===== config.mk =====
export PLATFORM = sky130hd
export DESIGN_NAME = stepper_step_dir_generator_unit_flat
export DESIGN_NICKNAME = d
export VERILOG_FILES = /design/src/sv/ssdg_pkg.sv /design/src/sv/ssdg_if.sv /design/src/sv/stepper_step_dir_generator_unit.sv /design/src/sv/ssdg_div.sv /design/src/sv/ssdg_dp.sv /design/src/sv/ssdg_ctrl.sv /design/src/flat_wrapper.sv
export VERILOG_INCLUDE_DIRS = /design/src /design/src/sv
export SDC_FILE = /design/constraint.sdc
export NUM_CORES = 1
export LEC_CHECK = 0
export BUFFER_PORTS_ARGS = -buffer_cell sky130_fd_sc_hd__buf_4
export CAP_MARGIN = 20
export CORE_MARGIN = 3
export CORE_UTILIZATION = 40
export DETAILED_ROUTE_END_ITERATION = 7
export GPL_ROUTABILITY_DRIVEN = 0
export PLACE_DENSITY = 0.62
export SYNTH_ARGS = -nofsm -noshare
export SYNTH_HDL_FRONTEND = slang
export SYNTH_SLANG_ARGS = --single-unit
export TNS_END_PERCENT = 20

===== constraint.sdc =====
create_clock -name i_clk -period 8.7 [get_ports i_clk]
set_input_delay 1.74 -clock i_clk [delete_from_list [all_inputs] [get_ports i_clk]]
set_output_delay 1.74 -clock i_clk [all_outputs]
set_load 0.02 [all_outputs]

===== src/sv/stepper_step_dir_generator_unit_defines.svh =====
// ----------------------------------------------------------------------------
// Assertion macros for the stepper step/dir generator
// Concurrent assertion wrappers, compiled out when ASSERT_OFF is set.
// ----------------------------------------------------------------------------
`ifndef STEPPER_STEP_DIR_GENERATOR_UNIT_DEFINES_SVH
`define STEPPER_STEP_DIR_GENERATOR_UNIT_DEFINES_SVH

`ifndef ASSERT_OFF

// Checked only outside reset
`define SSDG_ASSERT(lbl, clk, rstn, prop, msg) \
    lbl: assert property (@(posedge clk) disable iff (!rstn) prop) else $error(msg);

// Checked at every edge, reset included
`define SSDG_ASSERT_ALWAYS(lbl, clk, prop, msg) \
    lbl: assert property (@(posedge clk) prop) else $error(msg);

`else

`define SSDG_ASSERT(lbl, clk, rstn, prop, msg)

`define SSDG_ASSERT_ALWAYS(lbl, clk, prop, msg)

`endif

`endif


===== src/sv/ssdg_pkg.sv =====
// ----------------------------------------------------------------------------
// ssdg_pkg
// Shared types and constants of the stepper step/dir generator.
// ----------------------------------------------------------------------------
package ssdg_pkg;

    // Number of motors in use (1 to 3); result ports always have three channels
    localparam int NUM_MOTORS = 3;
    localparam int CHANNELS   = 3;
    localparam int MOT_W      = (NUM_MOTORS > 1) ? $clog2(NUM_MOTORS) : 1;

    localparam int TICK_W  = 32;
    localparam int POS_W   = 32;
    localparam int DIV_W   = 16;
    localparam int STEPS_W = 16;
    localparam int IDX_W   = 2;
    localparam int CNT_W   = $clog2(TICK_W);

    // Request kinds
    localparam logic REQ_TICK = 1'b0;
    localparam logic REQ_MOVE = 1'b1;

    // Direction levels
    localparam logic DIR_UP   = 1'b0;
    localparam logic DIR_DOWN = 1'b1;

    typedef logic [MOT_W-1:0] t_mot;

    typedef enum logic [2:0] {
        S_IDLE,
        S_CHECK,
        S_DIV,
        S_APPLY,
        S_NEXT,
        S_TICK,
        S_OUT
    } t_state;

    // Controller to datapath
    typedef struct packed {
        logic move_en;
        logic div_start;
        logic div_step;
        logic apply;
        logic tick_end;
        logic out_load;
        t_mot motor;
    } t_dp_cmd;

    // Datapath to controller
    typedef struct packed {
        logic div_zero;
        logic div_last;
        logic out_free;
    } t_dp_sts;

endpackage


===== src/sv/ssdg_if.sv =====
// ----------------------------------------------------------------------------
// ssdg interfaces
// Request, result and register write channels with valid/ready handshake.
// ----------------------------------------------------------------------------
interface ssdg_req_if;
    import ssdg_pkg::*;

    logic               valid;
    logic               ready;
    logic               req_type;
    logic [IDX_W-1:0]   motor_index;
    logic signed [STEPS_W-1:0] move_steps;

    modport source (output valid, req_type, motor_index, move_steps, input ready);
    modport sink   (input valid, req_type, motor_index, move_steps, output ready);
endinterface

interface ssdg_res_if;
    logic valid;
    logic ready;
    logic step_pin_0;
    logic step_pin_1;
    logic step_pin_2;
    logic dir_pin_0;
    logic dir_pin_1;
    logic dir_pin_2;
    logic done_0;
    logic done_1;
    logic done_2;

    modport source (output valid, step_pin_0, step_pin_1, step_pin_2,
                    dir_pin_0, dir_pin_1, dir_pin_2, done_0, done_1, done_2,
                    input ready);
    modport sink   (input valid, step_pin_0, step_pin_1, step_pin_2,
                    dir_pin_0, dir_pin_1, dir_pin_2, done_0, done_1, done_2,
                    output ready);
endinterface

interface ssdg_cfg_if;
    import ssdg_pkg::*;

    logic             valid;
    logic             ready;
    logic [IDX_W-1:0] reg_index;
    logic [DIV_W-1:0] wdata;

    modport source (output valid, reg_index, wdata, input ready);
    modport sink   (input valid, reg_index, wdata, output ready);
endinterface


===== src/sv/stepper_step_dir_generator_unit.sv =====
// ----------------------------------------------------------------------------
// stepper_step_dir_generator_unit
// Step/dir pulse generator for up to three stepper motors on one tick counter.
// ----------------------------------------------------------------------------
// A move transaction goes from S_IDLE straight to S_OUT, which loads its result
// into the output register once that register is free. In a tick transaction
// each motor with a nonzero divider passes through one shared radix-2 divider
// that computes tick_count / divider, then through the decision and bookkeeping
// states; a motor with a zero divider skips the divider. Items are handled one
// at a time; the next item is accepted while a result waits in the output
// register. Divider writes are always ready and take effect at once.
// ----------------------------------------------------------------------------
module stepper_step_dir_generator_unit (
    input  logic        i_clk,
    input  logic        i_rst_n,
    ssdg_req_if.sink    i_req,
    ssdg_res_if.source  o_res,
    ssdg_cfg_if.sink    i_cfg
);
    import ssdg_pkg::*;

    t_dp_cmd             cmd;
    t_dp_sts             sts;
    logic [CHANNELS-1:0] step;
    logic [CHANNELS-1:0] dir;
    logic [CHANNELS-1:0] done;

    // Controller
    ssdg_ctrl u_ctrl (
        .i_clk      (i_clk),
        .i_rst_n    (i_rst_n),
        .i_in_valid (i_req.valid),
        .i_req_type (i_req.req_type),
        .o_in_ready (i_req.ready),
        .o_cmd      (cmd),
        .i_sts      (sts)
    );

    // Datapath
    ssdg_dp u_dp (
        .i_clk         (i_clk),
        .i_rst_n       (i_rst_n),
        .i_cmd         (cmd),
        .o_sts         (sts),
        .i_motor_index (i_req.motor_index),
        .i_move_steps  (i_req.move_steps),
        .i_cfg_we      (i_cfg.valid),
        .i_cfg_index   (i_cfg.reg_index),
        .i_cfg_data    (i_cfg.wdata),
        .i_out_ready   (o_res.ready),
        .o_out_valid   (o_res.valid),
        .o_step        (step),
        .o_dir         (dir),
        .o_done        (done)
    );

    assign i_cfg.ready = 1'b1;

    assign o_res.step_pin_0 = step[0];
    assign o_res.step_pin_1 = step[1];
    assign o_res.step_pin_2 = step[2];
    assign o_res.dir_pin_0  = dir[0];
    assign o_res.dir_pin_1  = dir[1];
    assign o_res.dir_pin_2  = dir[2];
    assign o_res.done_0     = done[0];
    assign o_res.done_1     = done[1];
    assign o_res.done_2     = done[2];

endmodule


===== src/sv/ssdg_div.sv =====
// ----------------------------------------------------------------------------
// ssdg_div
// Restoring radix-2 divider: 32 / 16 bits, one bit a cycle while i_step is high.
// ----------------------------------------------------------------------------
module ssdg_div (
    input  logic                       i_clk,
    input  logic                       i_rst_n,
    input  logic                       i_start,
    input  logic                       i_step,
    input  logic [ssdg_pkg::TICK_W-1:0] i_dividend,
    input  logic [ssdg_pkg::DIV_W-1:0]  i_divisor,
    output logic [ssdg_pkg::TICK_W-1:0] o_quotient,
    output logic [ssdg_pkg::DIV_W-1:0]  o_remainder,
    output logic                       o_last
);
    import ssdg_pkg::*;

    logic [TICK_W-1:0] r_quo;
    logic [DIV_W-1:0]  r_rem;
    logic [DIV_W-1:0]  r_dsr;
    logic [CNT_W-1:0]  r_cnt;

    logic [DIV_W:0]    trial;
    logic              fits;
    logic [DIV_W:0]    diff;

    // Trial subtract of the shifted partial remainder
    always_comb begin
        trial = {r_rem, r_quo[TICK_W-1]};
        diff  = trial - {1'b0, r_dsr};
        fits  = (trial >= {1'b0, r_dsr});
    end

    // Iteration counter
    always_ff @(posedge i_clk) begin
        if (!i_rst_n) begin
            r_cnt <= '0;
        end else if (i_start) begin
            r_cnt <= '0;
        end else if (i_step) begin
            r_cnt <= r_cnt + CNT_W'(1);
        end
    end

    // Quotient shifts in from the bottom as the dividend shifts out the top
    always_ff @(posedge i_clk) begin
        if (i_start) begin
            r_quo <= i_dividend;
            r_rem <= '0;
            r_dsr <= i_divisor;
        end else if (i_step) begin
            r_quo <= {r_quo[TICK_W-2:0], fits};
            r_rem <= fits ? diff[DIV_W-1:0] : trial[DIV_W-1:0];
        end
    end

    assign o_quotient  = r_quo;
    assign o_remainder = r_rem;
    assign o_last      = (r_cnt == CNT_W'(TICK_W - 1));

endmodule


===== src/sv/ssdg_dp.sv =====
// ----------------------------------------------------------------------------
// ssdg_dp
// Datapath: dividers, tick counter, motor state, shared divider, result register.
// ----------------------------------------------------------------------------
`include "stepper_step_dir_generator_unit_defines.svh"

module ssdg_dp (
    input  logic                          i_clk,
    input  logic                          i_rst_n,
    input  ssdg_pkg::t_dp_cmd             i_cmd,
    output ssdg_pkg::t_dp_sts             o_sts,
    input  logic [ssdg_pkg::IDX_W-1:0]    i_motor_index,
    input  logic signed [ssdg_pkg::STEPS_W-1:0] i_move_steps,
    input  logic                          i_cfg_we,
    input  logic [ssdg_pkg::IDX_W-1:0]    i_cfg_index,
    input  logic [ssdg_pkg::DIV_W-1:0]    i_cfg_data,
    input  logic                          i_out_ready,
    output logic                          o_out_valid,
    output logic [ssdg_pkg::CHANNELS-1:0] o_step,
    output logic [ssdg_pkg::CHANNELS-1:0] o_dir,
    output logic [ssdg_pkg::CHANNELS-1:0] o_done
);
    import ssdg_pkg::*;

    logic [DIV_W-1:0]  r_div  [NUM_MOTORS];
    logic [TICK_W-1:0] r_tick;
    logic [POS_W-1:0]  r_pos  [NUM_MOTORS];
    logic [POS_W-1:0]  r_tgt  [NUM_MOTORS];
    logic [NUM_MOTORS-1:0] r_step;
    logic [NUM_MOTORS-1:0] r_dir;
    logic [NUM_MOTORS-1:0] r_done;

    logic                r_out_valid;
    logic [CHANNELS-1:0] r_out_step;
    logic [CHANNELS-1:0] r_out_dir;
    logic [CHANNELS-1:0] r_out_done;

    logic [TICK_W-1:0] quo;
    logic [DIV_W-1:0]  rem;
    logic              div_last;

    logic [POS_W-1:0]  cur_pos;
    logic [POS_W-1:0]  cur_tgt;
    logic              go_up;
    logic              go_down;
    logic [POS_W-1:0]  move_delta;
    logic              move_live;
    t_mot              move_mot;

    logic [CHANNELS-1:0] live_step;
    logic [CHANNELS-1:0] live_dir;
    logic [CHANNELS-1:0] live_done;

    // Shared divider: tick_count / divider of the selected motor
    ssdg_div u_div (
        .i_clk       (i_clk),
        .i_rst_n     (i_rst_n),
        .i_start     (i_cmd.div_start),
        .i_step      (i_cmd.div_step),
        .i_dividend  (r_tick),
        .i_divisor   (r_div[i_cmd.motor]),
        .o_quotient  (quo),
        .o_remainder (rem),
        .o_last      (div_last)
    );

    // Step decision for the selected motor
    always_comb begin
        cur_pos = r_pos[i_cmd.motor];
        cur_tgt = r_tgt[i_cmd.motor];
        go_up   = ($signed(cur_pos) < $signed(cur_tgt));
        go_down = ($signed(cur_tgt) < $signed(cur_pos));
    end

    // Move command: target = position + 2 * steps
    always_comb begin
        move_delta = {{(POS_W - STEPS_W - 1){i_move_steps[STEPS_W-1]}}, i_move_steps, 1'b0};
        move_live  = (i_motor_index < IDX_W'(NUM_MOTORS));
        move_mot   = i_motor_index[MOT_W-1:0];
    end

    // Divider registers
    always_ff @(posedge i_clk) begin
        if (!i_rst_n) begin
            for (int m = 0; m < NUM_MOTORS; m++) begin
                r_div[m] <= '0;
            end
        end else if (i_cfg_we && (i_cfg_index < IDX_W'(NUM_MOTORS))) begin
            r_div[i_cfg_index[MOT_W-1:0]] <= i_cfg_data;
        end
    end

    // Tick counter
    always_ff @(posedge i_clk) begin
        if (!i_rst_n) begin
            r_tick <= '0;
        end else if (i_cmd.tick_end) begin
            r_tick <= r_tick + TICK_W'(1);
        end
    end

    // Motor state
    always_ff @(posedge i_clk) begin
        if (!i_rst_n) begin
            for (int m = 0; m < NUM_MOTORS; m++) begin
                r_pos[m] <= '0;
                r_tgt[m] <= '0;
            end
            r_step <= '0;
            r_dir  <= '0;
            r_done <= '0;
        end else begin
            if (i_cmd.move_en && move_live) begin
                r_tgt[move_mot]  <= r_pos[move_mot] + move_delta;
                r_done[move_mot] <= 1'b0;
            end
            if (i_cmd.apply && (rem == '0) && (go_up || go_down)) begin
                r_step[i_cmd.motor] <= quo[0];
                r_dir[i_cmd.motor]  <= go_up ? DIR_UP : DIR_DOWN;
                r_pos[i_cmd.motor]  <= go_up ? (cur_pos + POS_W'(1)) : (cur_pos - POS_W'(1));
            end
            if (i_cmd.tick_end) begin
                for (int m = 0; m < NUM_MOTORS; m++) begin
                    if (r_pos[m] == r_tgt[m]) begin
                        r_done[m] <= 1'b1;
                    end
                end
            end
        end
    end

    // Channels beyond the motor count report zero
    for (genvar g = 0; g < CHANNELS; g++) begin : g_live
        if (g < NUM_MOTORS) begin : g_on
            assign live_step[g] = r_step[g];
            assign live_dir[g]  = r_dir[g];
            assign live_done[g] = r_done[g];
        end else begin : g_off
            assign live_step[g] = 1'b0;
            assign live_dir[g]  = 1'b0;
            assign live_done[g] = 1'b0;
        end
    end

    // Result register
    always_ff @(posedge i_clk) begin
        if (!i_rst_n) begin
            r_out_valid <= 1'b0;
        end else if (i_cmd.out_load) begin
            r_out_valid <= 1'b1;
        end else if (i_out_ready) begin
            r_out_valid <= 1'b0;
        end
    end

    always_ff @(posedge i_clk) begin
        if (i_cmd.out_load) begin
            r_out_step <= live_step;
            r_out_dir  <= live_dir;
            r_out_done <= live_done;
        end
    end

    assign o_sts.div_zero = (r_div[i_cmd.motor] == '0);
    assign o_sts.div_last = div_last;
    assign o_sts.out_free = !r_out_valid || i_out_ready;

    assign o_out_valid = r_out_valid;
    assign o_step      = r_out_step;
    assign o_dir       = r_out_dir;
    assign o_done      = r_out_done;

    // The shared divider never runs on a zero divisor
    `SSDG_ASSERT(a_div_nonzero, i_clk, i_rst_n, i_cmd.div_start |-> (r_div[i_cmd.motor] != '0), "divider started with zero divisor")
    // A loaded result is offered at the next edge
    `SSDG_ASSERT(a_out_shown, i_clk, i_rst_n, i_cmd.out_load |=> r_out_valid, "result load lost")
    // The tick counter only moves at the end of a tick transaction
    `SSDG_ASSERT(a_tick_hold, i_clk, i_rst_n, !i_cmd.tick_end |=> (r_tick == $past(r_tick)), "tick counter moved outside tick end")
    // A result is never overwritten while it waits
    `SSDG_ASSERT(a_no_overwrite, i_clk, i_rst_n, i_cmd.out_load |-> (!r_out_valid || i_out_ready), "pending result overwritten")

endmodule


===== src/sv/ssdg_ctrl.sv =====
// ----------------------------------------------------------------------------
// ssdg_ctrl
// Controller: moves, and ticks over the motors through the shared divider.
// ----------------------------------------------------------------------------
module ssdg_ctrl (
    input  logic              i_clk,
    input  logic              i_rst_n,
    input  logic              i_in_valid,
    input  logic              i_req_type,
    output logic              o_in_ready,
    output ssdg_pkg::t_dp_cmd o_cmd,
    input  ssdg_pkg::t_dp_sts i_sts
);
    import ssdg_pkg::*;

    t_state r_state;
    t_state n_state;
    t_mot   r_motor;
    t_mot   n_motor;
    logic   last_motor;

    assign last_motor = (r_motor == MOT_W'(NUM_MOTORS - 1));

    // State and motor counter
    always_ff @(posedge i_clk) begin
        if (!i_rst_n) begin
            r_state <= S_IDLE;
            r_motor <= '0;
        end else begin
            r_state <= n_state;
            r_motor <= n_motor;
        end
    end

    // Next state
    always_comb begin
        n_state = r_state;
        n_motor = r_motor;
        unique case (r_state)
            S_IDLE: begin
                if (i_in_valid) begin
                    n_motor = '0;
                    n_state = (i_req_type == REQ_TICK) ? S_CHECK : S_OUT;
                end
            end
            S_CHECK: begin
                n_state = i_sts.div_zero ? S_NEXT : S_DIV;
            end
            S_DIV: begin
                if (i_sts.div_last) begin
                    n_state = S_APPLY;
                end
            end
            S_APPLY: begin
                n_state = S_NEXT;
            end
            S_NEXT: begin
                if (last_motor) begin
                    n_state = S_TICK;
                end else begin
                    n_motor = r_motor + MOT_W'(1);
                    n_state = S_CHECK;
                end
            end
            S_TICK: begin
                n_state = S_OUT;
            end
            S_OUT: begin
                if (i_sts.out_free) begin
                    n_state = S_IDLE;
                end
            end
            default: begin
                n_state = S_IDLE;
            end
        endcase
    end

    // Outputs
    always_comb begin
        o_in_ready      = 1'b0;
        o_cmd           = '0;
        o_cmd.motor     = r_motor;
        unique case (r_state)
            S_IDLE: begin
                o_in_ready    = 1'b1;
                o_cmd.move_en = i_in_valid && (i_req_type == REQ_MOVE);
            end
            S_CHECK: begin
                o_cmd.div_start = !i_sts.div_zero;
            end
            S_DIV: begin
                o_cmd.div_step = 1'b1;
            end
            S_APPLY: begin
                o_cmd.apply = 1'b1;
            end
            S_NEXT: begin
            end
            S_TICK: begin
                o_cmd.tick_end = 1'b1;
            end
            S_OUT: begin
                o_cmd.out_load = i_sts.out_free;
            end
            default: begin
            end
        endcase
    end

endmodule

===== src/flat_wrapper.sv =====
// flat-port wrapper written by rule: the top's interface ports become plain ports
module stepper_step_dir_generator_unit_flat import ssdg_pkg::*;
  (i_clk, i_rst_n, i_req_valid, i_req_req_type, i_req_motor_index, i_req_move_steps, i_req_ready, o_res_valid, o_res_step_pin_0, o_res_step_pin_1, o_res_step_pin_2, o_res_dir_pin_0, o_res_dir_pin_1, o_res_dir_pin_2, o_res_done_0, o_res_done_1, o_res_done_2, o_res_ready, i_cfg_valid, i_cfg_reg_index, i_cfg_wdata, i_cfg_ready);
  ssdg_req_if i_req_i ();
  ssdg_res_if o_res_i ();
  ssdg_cfg_if i_cfg_i ();
  input  logic i_clk;
  input  logic i_rst_n;
  input wire logic [$bits(i_req_i.valid)-1:0] i_req_valid;
  input wire logic [$bits(i_req_i.req_type)-1:0] i_req_req_type;
  input wire logic [$bits(i_req_i.motor_index)-1:0] i_req_motor_index;
  input wire logic [$bits(i_req_i.move_steps)-1:0] i_req_move_steps;
  output wire logic [$bits(i_req_i.ready)-1:0] i_req_ready;
  output wire logic [$bits(o_res_i.valid)-1:0] o_res_valid;
  output wire logic [$bits(o_res_i.step_pin_0)-1:0] o_res_step_pin_0;
  output wire logic [$bits(o_res_i.step_pin_1)-1:0] o_res_step_pin_1;
  output wire logic [$bits(o_res_i.step_pin_2)-1:0] o_res_step_pin_2;
  output wire logic [$bits(o_res_i.dir_pin_0)-1:0] o_res_dir_pin_0;
  output wire logic [$bits(o_res_i.dir_pin_1)-1:0] o_res_dir_pin_1;
  output wire logic [$bits(o_res_i.dir_pin_2)-1:0] o_res_dir_pin_2;
  output wire logic [$bits(o_res_i.done_0)-1:0] o_res_done_0;
  output wire logic [$bits(o_res_i.done_1)-1:0] o_res_done_1;
  output wire logic [$bits(o_res_i.done_2)-1:0] o_res_done_2;
  input wire logic [$bits(o_res_i.ready)-1:0] o_res_ready;
  input wire logic [$bits(i_cfg_i.valid)-1:0] i_cfg_valid;
  input wire logic [$bits(i_cfg_i.reg_index)-1:0] i_cfg_reg_index;
  input wire logic [$bits(i_cfg_i.wdata)-1:0] i_cfg_wdata;
  output wire logic [$bits(i_cfg_i.ready)-1:0] i_cfg_ready;
  assign i_req_i.valid = i_req_valid;
  assign i_req_i.req_type = i_req_req_type;
  assign i_req_i.motor_index = i_req_motor_index;
  assign i_req_i.move_steps = i_req_move_steps;
  assign i_req_ready = i_req_i.ready;
  assign o_res_valid = o_res_i.valid;
  assign o_res_step_pin_0 = o_res_i.step_pin_0;
  assign o_res_step_pin_1 = o_res_i.step_pin_1;
  assign o_res_step_pin_2 = o_res_i.step_pin_2;
  assign o_res_dir_pin_0 = o_res_i.dir_pin_0;
  assign o_res_dir_pin_1 = o_res_i.dir_pin_1;
  assign o_res_dir_pin_2 = o_res_i.dir_pin_2;
  assign o_res_done_0 = o_res_i.done_0;
  assign o_res_done_1 = o_res_i.done_1;
  assign o_res_done_2 = o_res_i.done_2;
  assign o_res_i.ready = o_res_ready;
  assign i_cfg_i.valid = i_cfg_valid;
  assign i_cfg_i.reg_index = i_cfg_reg_index;
  assign i_cfg_i.wdata = i_cfg_wdata;
  assign i_cfg_ready = i_cfg_i.ready;
  stepper_step_dir_generator_unit u_core (.i_clk(i_clk), .i_rst_n(i_rst_n), .i_req(i_req_i), .o_res(o_res_i), .i_cfg(i_cfg_i));
endmodule

---- Yosys cells after proc, flatten, opt, wreduce, memory -nomap -nowiden ----
Memory sizes are Yosys's and may differ from the RTL's. A register that Yosys moved wholly into a read port is not among the register bits.
Index checks and enable logic that the tools add are counted.
word-level totals
  bits in registers ....................... 125
  bits in writable memories ............... 240
  input bits .............................. 42
  output and inout bits ................... 12
  logic and storage cells ................. 134
  memories ................................ 3
cells by class
  add/subtract/negate cells ............... 7
  order comparisons ....................... 9
  eq/ne operators ......................... 15
  muxes and demuxes ....................... 60
  bitwise logic cells ..................... 3
  reduce and logical (&&, ||, !) cells .... 23
memories
  memory             depth  bits a word  rd ports  clocked after Yosys merged registers in  write ports  line           RTL
  u_core.u_dp.r_pos  3      32           5         1                                        3            ssdg_dp.sv:27  logic [POS_W-1:0] r_pos [NUM_MOTORS];
  u_core.u_dp.r_tgt  3      32           4         1                                        3            ssdg_dp.sv:28  logic [POS_W-1:0] r_tgt [NUM_MOTORS];
  u_core.u_dp.r_div  3      16           1         1                                        3            ssdg_dp.sv:25  logic [DIV_W-1:0] r_div [NUM_MOTORS];
operators with widths
  kind                                                count
  2-to-1 mux 32 bit                                   5
  == test 32 bit                                      3
  adder 32 x 1 -> 32 bit, second input constant       2
  < comparator 32 bit                                 2
  OR reduction 32 bit                                 2
  adder 32 bit                                        1
  zero test 16 bit                                    2
  2-to-1 mux 16 bit                                   2
  subtractor 32 x 1 -> 32 bit, second input constant  1
  2-to-1 mux 1 bit                                    28
  2-to-1 mux 3 bit                                    8
  2-to-1 mux 2 bit                                    11
  case mux 3 bit (7 select lines)                     1
  >= comparator 17 x 16 -> 1 bit                      1
  OR reduction 16 bit                                 1
  subtractor 16 bit                                   1
  == test 3 bit, second input constant                3
  != test 2 bit, second input constant                4
  logical AND 1 bit                                   7
  bitwise mux 3 bit                                   2
  == test 3 x 2 -> 1 bit, second input constant       2
  < comparator 2 x 3 -> 1 bit, second input constant  2
  AND reduction 3 bit                                 2
  nonzero test 2 bit                                  3
  16 further kinds                                    21

---- Logic depth before layout (Yosys ltp) ----
  depth in word-level cells ............... 9
  gate-level depth with buffers ........... 25
  gate-level depth less buffers ........... 22

---- By module ----
Synthesis repeated with hierarchy kept, for this count alone.
second synthesis, totals
  cells, all modules ...................... 2,184
  area total of the unflattened synthesis .. 25,555.8 sq um
by module, submodules not included
  module                           instances  cells an instance  area each (sq um)  seq. area each (sq um)
  ssdg_dp                          1          1,816              21,508.1           10,720.3
  ssdg_div                         1          312                3,634.7            1,861.8
  ssdg_ctrl                        1          54                 401.6              100.1
  stepper_step_dir_generator_unit  1          2                  11.3               0.0

---- Worst setup path before layout ----
No wires, ideal clock.
  path kind ............................... register -> register
  from .................................... register (tool-made name)
  to ...................................... memory u_core.u_dp.r_pos[0][30] (data pin)
  library setup time ...................... 265 ps
  data arrival time ....................... 7,038 ps
  required time ........................... 8,435 ps
  setup slack ............................. 1,397 ps
  cell stages (with the launch flop) ...... 22
  buffers on the path ..................... 3
  clock period less this slack ............ 7,303 ps
  cells stage by stage .................... dfxtp_1 -> buf_6 -> clkbuf_1 -> buf_1 -> mux4_2 -> ha_1 -> nand4_1 -> or4_1 -> a41o_1 -> and3b_1 -> o21ai_1 -> ha_1 -> a21o_1 -> a21o_1 -> a2111oi_0 -> o21ai_0 -> a21oi_1 -> o211ai_1 -> a31o_2 -> a21oi_1 -> xor2_1 -> nor2_1
RTL lines
  item              line
  end: declaration  ssdg_dp.sv:27

==> results_dict.tcl <==
set metrics [dict create \
    synth_top_area_share_pct 45.7 \
    period_minus_slack_ns 7.02 \
    grt_pass1_wl_mm 101 \
    ys_types 77 \
    clock_sinks 447 \
    diodes 0 \
    cts-root-buf "clkbuf_16" \
    synthFlopType "edfxtp_1" \
    cts_setup_buffers 0 \
    synth_most_common_cell "edfxtp_1" \
    worst_hold_path_type "register to register" \
    tns_ns 0 \
    netlist_area_um2 24800 \
    grt_pass1_vias 16500 \
    syn_avg_cell_area_um2 11.7 \
    grt_max_degree 70 \
    netlist_instances 2111 \
    fin_skew_ns 0.0298 \
    required_ns 9.04 \
    timing.fmax_mhz 142 \
    clockBufferDepth 3 \
    grt_setup_unrepaired "false" \
    grt_usage_pct 20.7 \
    period_share_pct 80.7 \
    max-vdd-ir-drop_uv 176 \
    finalMaxSlewViolations 0 \
    placed_cell_area_um2 26300 \
    yosysTopAreaCell "edfxtp_1" \
    overflow 0 \
    coreArea_um2 60800 \
    wl_per_cell_um 22.2 \
    ant_nets 0 \
    htree_levels 2 \
    num_rows 90 \
    syn2layout_area_growth_pct 13.2 \
    cts_tree "done" \
    final_cells 3029 \
    clock_latency_ns 0.61 \
    die_h_um 255 \
    drv_cap 0 \
    drive_above_1_share_pct 13.5 \
    worst_slew_pin_slew_ns 1.16 \
    final_hold_viol_count 0 \
    firstDrtPassIters 5 \
    num-nets-final 2368 \
    dp_cells 2936 \
    ys_ff_latch 447 \
    viasPerCell 5.65 \
    start_util_pct 40.7 \
    synth_enable_flop_cells 377 \
    wl_mm 67.2 \
    crit_fanout 45 \
    cts_inserted_buffers 49 \
    arrival_ns 7.36 \
    die_w_um 255 \
    p_leak_nw 11.0 \
    num_io_pins 54 \
    fin_util_pct 46.1 \
    hpwlAfterDp_mm 46.4 \
    cp-end-kind "register" \
    synth_commonest_cells "edfxtp_1, nor2_1, nand2_1" \
    ys_top_cells_by_area "edfxtp_1, mux4_2, ha_1" \
    ys_warn_count 0 \
    final-setup-viol-count 0 \
    port_buffers 52 \
    cts_resized 0 \
    fin_area_um2 28000 \
    dieArea_um2 65000 \
    hold_buffers 0 \
    worstSetupStartpointType "register" \
    grt_antenna_before_repair 0 \
    drtIter0Drc 1705 \
    p_per_area_nw_per_um2 276 \
    crit_type "register to register" \
    drc 0 \
    yosysSeqAreaShare_pct 51.4 \
    clk_pin_slew_ns 0.06 \
    outcome "finished, final reports clean" \
    async_reset_ff_share_pct 0 \
    via_count 17100 \
    power_mw 7.75 \
    slew_headroom_pct 22.5 \
]
-- metal layers --
| layer | wire length [um] | up-vias | GRT usage (%) | part of all wire (%) |
|---|---|---|---|---|
| met3 | 5160 | 122 | 4.01 | 7.7 |
| met4 | 2150 | 0 | 6.68 | 3.2 |
| met2 | 31600 | 676 | 33.8 | 47 |
| met1 | 28300 | 8478 | 27.9 | 42 |
| li1 | - | 7836 | - | - |
| met5 | 0 | - | 0 | 0 |
-- worst paths after layout --
path                              endpoint                startpoint  slack, ns  cells after the start
hold reg to reg      u_core.u_dp.o_step[2]  u_core.u_dp.live_step[2]       0.44                      0
setup / recovery  u_core.u_dp.r_pos[1][30]                  register       1.68                     18
hold / removal       u_core.u_dp.o_step[2]  u_core.u_dp.live_step[2]       0.44                      0
setup reg to reg  u_core.u_dp.r_pos[1][30]                  register       1.68                     18
-- flip-flops by register name, indices dropped and copies added, names as in the netlist, 5 cells and up, named ones only --
signal and count:
u_core.u_dp.u_div.r_cnt 5, u_core.u_dp.u_div.o_remainder 16, u_core.u_dp.r_tgt 128, u_core.u_dp.r_tick 32, u_core.u_dp.u_div.r_dsr 16, u_core.u_dp.r_pos 128, u_core.u_dp.r_div 64, u_core.u_dp.u_div.o_quotient 32
-- final cells by class --
type / instances / area (um^2)
Timing Repair Buffer: 80 / 648
Sequential cell: 447 / 12700
Clock inverter: 26 / 309
Clock buffer: 64 / 1400
Inverter: 141 / 529
Tap cell: 782 / 978
Multi-Input combinational cell: 1489 / 11500
Fill cell: 5510 / 32800
-- logic make-up (layout without fill, tap and decap cells) --
kind of cell,count (synthesis),in the layout,synth area share [%]
simple gates,718,718,13.8
flops,447,447,51.4
compound gates,281,281,7.52
buf+inv,222,311,3.42
xor+xnor,191,191,6.78
mux,132,132,11.0
fa+ha+maj,118,118,6.05
other cells,2,49,0.0303
-- metrics by stage --
stage / worst slack (ns) / hold WS [ns]
2_1_floorplan: 1.40 / 0.408
3_3_place_gp: 1.85 / 0.422
3_5_place_dp: 1.73 / 0.421
4_1_cts: 1.72 / 0.436
5_1_grt: 1.17 / 0.456
6_report: 1.68 / 0.436
-- power breakdown --
| group | internal (mW) | switching, mW | leakage (nW) | total [mW] |
|---|---|---|---|---|
| sequential | 2.70 | 0.179 | 4.30 | 2.88 |
| combinational | 1.01 | 1.67 | 5.88 | 2.68 |
| clock | 1.31 | 0.881 | 0.828 | 2.19 |
| total | 5.02 | 2.73 | 11.0 | 7.75 |
-- worst max-delay path, cell delays in order (launching register included) --
cell and delay (ns):
dfxtp_4 1.00, buf_4 0.40, mux4_2 0.54, ha_1 0.32, nand4_1 0.19, or3_1 0.45
a41o_1 0.27, and3b_1 0.21, o21ai_4 0.37, buf_4 0.42, ha_1 0.38, a2111oi_0 0.40
o21ai_0 0.13, a21oi_1 0.51, o211ai_1 0.27, a31o_2 0.28, a21oi_1 0.17, xor2_1 0.29
nor2_1 0.10
-- cells in the final DEF (no fill, tap or decap), types with 12 or more instances in the layout --
master and n:
nand3_1 37, edfxtp_1 377, a21o_1 52, and2_1 82, buf_4 75, dfxtp_1 68
xor2_1 87, mux2i_1 18, nor3_1 18, nand2b_1 12, o21ai_0 60, mux4_2 112
nor2_1 239, inv_1 141, nor4_1 28, ha_1 115, clkbuf_16 51, nand2_1 176
nand4_1 36, nor2b_1 24, xnor2_1 103, a21oi_1 70, conb_1 49, and3_1 17
No activity file was read; power rests on OpenSTA's default activity.
